File: src/rtl/assert_macros.svh
// assertion helpers
`ifndef ASSERT_MACROS_SVH
`define ASSERT_MACROS_SVH

// implication checked every clock edge outside reset
`define ASSERT_IMPLY(label, clk, rst, ante, cons) \
   label: assert property (@(posedge clk) disable iff (rst) (ante) |-> (cons)) \
      else $error("assertion failed");

// next-cycle implication
`define ASSERT_NEXT(label, clk, rst, ante, cons) \
   label: assert property (@(posedge clk) disable iff (rst) (ante) |=> (cons)) \
      else $error("assertion failed");

`endif

File: src/rtl/wdrr_pkg.sv
`default_nettype none
package wdrr_pkg;
   localparam int WIDE_BITS = 256;
   localparam int MAX_SCALE = 28;
   localparam int MANT_BITS = 96;
   localparam logic [1:0] STAT_OK  = 2'd0;
   localparam logic [1:0] STAT_POS = 2'd1;
   localparam logic [1:0] STAT_NEG = 2'd2;

   // divide-by-ten unit walks the magnitude one limb per cycle
   localparam int LIMB_W     = 16;
   localparam int LIMBS      = WIDE_BITS / LIMB_W;
   localparam int LIMB_IDX_W = $clog2(LIMBS);
   // floor(x / 10) == (x * RECIP_TEN) >> RECIP_SHIFT for x below 2^22
   localparam logic [LIMB_W+3:0] RECIP_TEN = 20'd838861;
   localparam int RECIP_SHIFT = 23;

   // controller to datapath
   typedef struct packed {
      logic load;
      logic div;   // one limb step of divide by ten, track rounding digits
      logic rnd;   // round half to even, clear digit tracking
   } wdrr_cmd_type;

   // datapath to controller
   typedef struct packed {
      logic ge_ten;
      logic beyond;
      logic scale_gt_max;
      logic scale_gt_zero;
      logic last_limb;   // a div step now finishes the digit
   } wdrr_stat_type;
endpackage
`default_nettype wire

File: src/rtl/wdrr_control.sv
`default_nettype none
`include "assert_macros.svh"
module wdrr_control
   import wdrr_pkg::*;
(
   input  wire logic          clock,
   input  wire logic          reset,
   input  wire logic          start,
   input  wire wdrr_stat_type stat,
   input  wire logic          neg,
   output wdrr_cmd_type       cmd,
   output logic               busy,
   output logic               done,
   output logic [1:0]         status
);
   typedef enum logic [8:0] {
      S_IDLE = 9'b000000001,
      S_P1   = 9'b000000010,
      S_D1   = 9'b000000100,
      S_R1   = 9'b000001000,
      S_CHK2 = 9'b000010000,
      S_P2   = 9'b000100000,
      S_D2   = 9'b001000000,
      S_R2   = 9'b010000000,
      S_FIN  = 9'b100000000
   } state_type;

   state_type state_ff, state_in;
   logic      cnt_ff, cnt_in;   // at least one digit removed in phase
   logic      under_ff, under_in;

   always_comb begin
      state_in = state_ff;
      cnt_in = cnt_ff;
      under_in = under_ff;
      cmd = '0;
      done = 1'b0;
      status = STAT_OK;
      case (state_ff)
         S_IDLE: begin
            if (start) begin
               cmd.load = 1'b1;
               cnt_in = 1'b0;
               under_in = 1'b0;
               state_in = S_P1;
            end
         end
         S_P1: begin
            if (!stat.scale_gt_max) begin
               state_in = S_R1;
            end else if (!stat.ge_ten) begin
               under_in = 1'b1;
               state_in = S_FIN;
            end else begin
               cmd.div = 1'b1;
               cnt_in = 1'b1;
               state_in = S_D1;
            end
         end
         S_D1: begin
            cmd.div = 1'b1;
            if (stat.last_limb) state_in = S_P1;
         end
         S_R1: begin
            cmd.rnd = cnt_ff;
            cnt_in = 1'b0;
            state_in = S_CHK2;
         end
         S_CHK2: begin
            if (stat.beyond && stat.scale_gt_zero) state_in = S_P2;
            else state_in = S_FIN;
         end
         S_P2: begin
            if (stat.beyond && stat.scale_gt_zero) begin
               cmd.div = 1'b1;
               state_in = S_D2;
            end else begin
               state_in = S_R2;
            end
         end
         S_D2: begin
            cmd.div = 1'b1;
            if (stat.last_limb) state_in = S_P2;
         end
         S_R2: begin
            cmd.rnd = 1'b1;
            state_in = S_FIN;
         end
         S_FIN: begin
            done = 1'b1;
            if (under_ff) status = STAT_NEG;
            else if (stat.beyond) status = neg ? STAT_NEG : STAT_POS;
            state_in = S_IDLE;
         end
         default: state_in = S_IDLE;
      endcase
   end

   assign busy = state_ff != S_IDLE;

   always_ff @(posedge clock) begin
      if (reset) begin
         state_ff <= S_IDLE;
         cnt_ff <= 1'b0;
         under_ff <= 1'b0;
      end else begin
         state_ff <= state_in;
         cnt_ff <= cnt_in;
         under_ff <= under_in;
      end
   end

   `ASSERT_IMPLY(a_onehot, clock, reset, 1'b1, $onehot(state_ff))
   `ASSERT_IMPLY(a_cmd_excl, clock, reset, 1'b1, $onehot0(cmd))
   `ASSERT_NEXT(a_done_idle, clock, reset, done, !busy)
   `ASSERT_IMPLY(a_load_idle, clock, reset, cmd.load, !busy)
endmodule
`default_nettype wire
File: config.mk
export PLATFORM = sky130hd
export DESIGN_NAME = wdrr_control
export DESIGN_NICKNAME = d
export VERILOG_FILES = /design/src/rtl/wdrr_pkg.sv /design/src/rtl/wdrr_control.sv
export VERILOG_INCLUDE_DIRS = /design/src /design/src/rtl
export SDC_FILE = /design/constraint.sdc
export NUM_CORES = 1
export LEC_CHECK = 0
export ABC_CLOCK_PERIOD_IN_PS = 4800
export BUFFER_PORTS_ARGS = -buffer_cell sky130_fd_sc_hd__buf_2
export CAP_MARGIN = 20
export CORE_MARGIN = 2
export CORE_UTILIZATION = 56
export DETAILED_ROUTE_END_ITERATION = 10
export HOLD_SLACK_MARGIN = 0.02
export PLACE_DENSITY = 0.89
export SYNTH_ARGS = -nofsm -noshare
export SYNTH_HDL_FRONTEND = slang
export SYNTH_SLANG_ARGS = --single-unit
File: constraint.sdc
create_clock -name clock -period 4.8 [get_ports clock]
set_clock_uncertainty 0.15 [all_clocks]
set_input_delay 0.96 -clock clock [delete_from_list [all_inputs] [get_ports clock]]
set_output_delay 0.96 -clock clock [all_outputs]
set_load 0.02 [all_outputs]
Yosys cells after proc, flatten, opt, wreduce, memory -nomap -nowiden
Index checks and enable logic that the tools add are counted.
- register bits: 11
- bits of input ports: 9
- logic and storage cells: 53
- eq/ne operators: 16
- reduce and logical (&&, ||, !) cells: 7
- muxes and demuxes: 27
- operator list (cell ; count):
    $pmux W9 S8 ; 1
    $mux W9 ; 6
    $ne A2 B2 Y1 const B ; 6
    $mux W1 ; 11
    $eq A9 B1 Y1 const B ; 1
    $eq A9 B2 Y1 const B ; 1
    $eq A9 B3 Y1 const B ; 1
    $eq A9 B4 Y1 const B ; 1
    $eq A9 B5 Y1 const B ; 1
    $eq A9 B6 Y1 const B ; 1
    $eq A9 B7 Y1 const B ; 1
    $eq A9 B8 Y1 const B ; 1
    $eq A9 B9 Y1 const B ; 1
    $ne A9 B1 Y1 const B ; 1
    $mux W2 ; 4
    $mux W8 ; 1
    $reduce_and A4 Y1 ; 2
    $pmux W1 S3 ; 2
    $pmux W1 S2 ; 2
    $reduce_and A3 Y1 ; 1
    $reduce_bool A3 Y1 ; 1
    $reduce_bool A2 Y1 ; 1
    $reduce_or A2 Y1 ; 1
    $logic_and A1 B1 Y1 ; 1

Depth between registers and ports, before layout
- depth in word-level cells: 4
- gate-level depth with buffers: 5

Worst setup path before layout
No wires, ideal clock.
- path kind: input-to-output
- start: input neg
- end: output status[0]
- stages on the path: 1
- arrival time: 1.723 ns
- setup slack: 1.967 ns
- buffers on the path: 0
- cell sequence: nor4b_1
- word-level cells in the longest chain between the ends: 4
- ends and longest elaborated chain (element ; RTL line ; text):
    start, declared ; wdrr_control.sv:10 ; input wire logic neg,
    $mux W2 (2 in series) ; wdrr_control.sv:92 ; else if (stat.beyond) status = neg ? STAT_NEG : STAT_POS;
    $mux W2 ; wdrr_control.sv:91 ; if (under_ff) status = STAT_NEG;
    $mux W2 ; wdrr_control.sv:39 ; case (state_ff)
    end, declared ; wdrr_control.sv:14 ; output logic [1:0] status
No other way between the ends.

Worst setup path after layout
- start: register state_ff[6]
- end: output status[0]
- word-level cells in the longest chain between the ends: 2
- ends and longest elaborated chain (element ; RTL line ; text):
    start, declared ; wdrr_control.sv:28 ; state_type state_ff, state_in;
    start signal, assigned ; wdrr_control.sv:107 ; state_ff <= state_in;
    $eq A9 B9 Y1 ; wdrr_control.sv:39 ;
    $mux W2 ; wdrr_control.sv:39 ;
No other way between the ends.

==> summary.txt <==
Drt
  • Routed wire per std cell: 14.2 um
  • Detailed router's first-iteration violation count: 43
  • Antenna viol nets, final: 0
  • DRC: 0
  • Drt via density: 6.28
  • Initial DRT Pass Iterations: 4
  • Total number of vias: 785
  • Final wirelength: 1780 um

Power and ir drop
  • Power Dens Cells: 277 nW/um^2
  • Peak ir drop on the vdd network: 0.174 mV
  • Leakage power of the design: 0.314 nW

Global routing
  • Global-route total usage across every layer: 0.237
  • Vias in the first global route: 611
  • First-pass GRT wire length: 2520 um
  • Initial antenna violation count: 0
  • Largest net degree at the start of global routing: 13
  • Total global routing overflow: 0

Layout
  • Number of nets at the end of the flow: 120
  • Non-filler instance count after layout: 125
  • Ratio of cells with drive above 1 in the final layout: 0.200
  • Post-layout instance area: 850 sq um
  • P&R area growth vs syn: 11.1%
  • Number of fill cells: 114
  • Number of antenna repair diodes: 0

Floorplanning
  • Standard-cell row count: 13
  • Initial standard-cell utilization of the core: 0.595
  • Die area: 1680 sq um
  • Die width: 40.9 um
  • Count of pins on the block boundary: 16
  • Placeable core region: 1280 sq um
  • Die Height: 40.9 um

Hold path
  • Hold wc startpoint: under_ff
  • Hold-critical path endpoint: under_ff
  • Hold depth: 2
  • Kind of path behind the tightest hold check: flip-flop to flip-flop

Timing
  • Maximum clock rate: 331 MHz
  • Tightest Pin Transition: 0.519 ns
  • Relative slew slack: 0.651
  • Final Hold Viols: 0
  • Min Hold Slack: 0.371 ns
  • Setup repair after global routing missed its margin: no
  • Time the final worst path needs with I/O delays and setup: 3.02 ns
  • Final number of setup-violating endpoints: 0
  • Number of slew-limit violations in the final report: 0
  • Final worst path period share: 0.629
  • TNS Setup: 0 ns

CTS
  • CTS Root Buffer Type: sky130_fd_sc_hd__clkbuf_4
  • Clock edge transition at the registers on the reported setup and hold paths: 0.07 ns
  • # resized after CTS: 0
  • Hold bufs inserted after CTS: 0
  • Number of buffers inserted during clock tree synthesis: 3
  • Clock Latency Late Sink: 0.27 ns
  • Buffers from clock root to sink, at most: 2
  • CTS H-tree lvls: 1
  • TritonCTS clock tree: yes
  • Clock Sink Count: 11
  • Setup Buffers After CTS: 0

Synthesis
  • FF+latch count, synth: 11
  • Mean instance size in the synthesized netlist: 7.88 sq um
  • Synthesized net count: 106
  • Syn Std Cell Area: 764 sq um
  • Synth unique cells: 39
  • Number of flops mapped to enable cells by yosys: 0
  • Sequential share of the synthesized area: 0.288
  • Main flop type after synthesis: sky130_fd_sc_hd__dfxtp_1
  • Fraction of registers with async set or reset after synthesis: 0
  • Yosys Warn Count: 0
  • Syn Inst Count: 97

Place
  • Placer congestion estimate: 0.962
  • Cell total after placement: 121
  • Number of buffers inserted by port buffering: 15
  • Detail Placement HPWL: 1320 um
  • Placed instance area: 823 sq um

Setup path
  • Critical path data arrival time: 1.91 ns
  • Maximum fanout along the worst path: 10
  • CP required: 3.69 ns
  • Critical path endpoint category: output pin
  • Beginning of the worst register-to-register path: state_ff[3]
  • Worst R2R Path Depth: 4
  • Path type of the worst setup path: flip-flop to output pin
  • Worst R2R Setup Slack: 2.85 ns
  • Critical register-to-register path endpoint: state_ff[0]
  • Critical Path Source Type: flip-flop

Outcome
  • Result of the run: finished, final reports clean

Job
  • Number of max-capacitance violations reported: 0
## placed cells by master, fill, tap and decap left out, drive strengths merged, types with 3 or more instances in the layout
| master | synthesis | final |
|---|---|---|
| a21oi | 6 | 6 |
| buf | 5 | 15 |
| clkbuf | 1 | 4 |
| dfxtp | 11 | 11 |
| inv | 4 | 4 |
| nand2 | 3 | 3 |
| nand3 | 4 | 4 |
| nand3b | 3 | 3 |
| nand4 | 5 | 5 |
| nor2 | 12 | 12 |
| nor2b | 3 | 3 |
| nor3 | 6 | 6 |
| nor4 | 3 | 3 |
| o21ai | 4 | 4 |
## logic make-up after synthesis
logic type / after synthesis / synth area share
muxes: 1 / 0.0131
DFF: 11 / 0.288
and+or+nand+nor: 52 / 0.424
xor gates and xnor gates: 3 / 0.0344
buffers and inverters: 10 / 0.0654
AOI/OAI and AO/OA: 20 / 0.175
## final cells by class
class / count / area, sq um / share of cell area
sequential: 11 / 220 / 0.259
multi-input combinational: 76 / 494 / 0.582
tap: 15 / 18.8 / 0.0221
inverter: 4 / 15.0 / 0.0177
timing repair buffer: 15 / 75.1 / 0.0884
clock buffer: 4 / 26.3 / 0.0309
## report_power, final
| part | internal, mW | switching, mW |
|---|---|---|
| combinational | 0.0269 | 0.0398 |
| sequential | 0.0958 | 0.00935 |
| clock | 0.0322 | 0.0313 |
| total | 0.155 | 0.0804 |
## worst max path at each step
stage / end / cells past startpoint / from / slack (ns)
2_1_floorplan: status[0] / 1 / neg / 1.97
3_3_place_gp: cmd[1] / 4 / stat[3] / 2.14
3_5_place_dp: cmd[1] / 4 / stat[3] / 2.14
4_1_cts: status[0] / 4 / state_ff[6] / 1.83
5_1_grt: cmd[1] / 5 / state_ff[6] / 1.68
6_report: status[0] / 4 / state_ff[6] / 1.78
## per-layer routing
metal / part of all wire / vias to the layer above / track usage
met1: 0.44 / 357 / 0.285
met4: 0.011 / 0 / 0.0917
met5: 0 / - / 0
met2: 0.48 / 30 / 0.371
met3: 0.075 / 4 / 0.0978
li1: - / 394 / -
## synth_stat cells, types with 2 or more instances
cell | number | area [sq um]
sky130_fd_sc_hd__nor2b_1 | 3 | 18.8
sky130_fd_sc_hd__nand4_1 | 5 | 31.3
sky130_fd_sc_hd__nor3_1 | 6 | 30.0
sky130_fd_sc_hd__nand2_1 | 3 | 11.3
sky130_fd_sc_hd__dfxtp_1 | 11 | 220
sky130_fd_sc_hd__nor2_1 | 12 | 45.0
sky130_fd_sc_hd__inv_1 | 4 | 15.0
sky130_fd_sc_hd__a21oi_1 | 5 | 25.0
sky130_fd_sc_hd__nand3b_1 | 3 | 22.5
sky130_fd_sc_hd__buf_2 | 3 | 15.0
sky130_fd_sc_hd__o211ai_1 | 2 | 15.0
sky130_fd_sc_hd__nand3_1 | 4 | 20.0
sky130_fd_sc_hd__nand4b_1 | 2 | 17.5
sky130_fd_sc_hd__nor4b_1 | 2 | 17.5
sky130_fd_sc_hd__xnor2_1 | 2 | 17.5
sky130_fd_sc_hd__nor4_1 | 2 | 12.5
sky130_fd_sc_hd__nand2b_1 | 2 | 12.5
sky130_fd_sc_hd__o21ai_0 | 4 | 20.0
sky130_fd_sc_hd__and4_1 | 2 | 17.5
## worst max-delay path, cell delays in order (launching register included)
cell	delay [ns]
sky130_fd_sc_hd__dfxtp_1	0.40
sky130_fd_sc_hd__nor3_1	0.48
sky130_fd_sc_hd__nand4_1	0.23
sky130_fd_sc_hd__nor4b_1	0.30
sky130_fd_sc_hd__buf_2	0.22
## state kept, by name, indices dropped and copies added, names as in the netlist
name	flops
state_ff	9
cnt_ff	1
under_ff	1
## per-stage QoR
step                      setup slack, ns  utilization  power (mW)
final                                1.78        0.661       0.235
after CTS                            1.83        0.661       0.235
after global routing                 1.68        0.661       0.248
after global placement               2.14        0.641       0.172
after floorplan                      1.97            -       0.155
after detailed placement             2.14        0.641       0.173
Note: power is estimated with default switching activity, not from simulation.
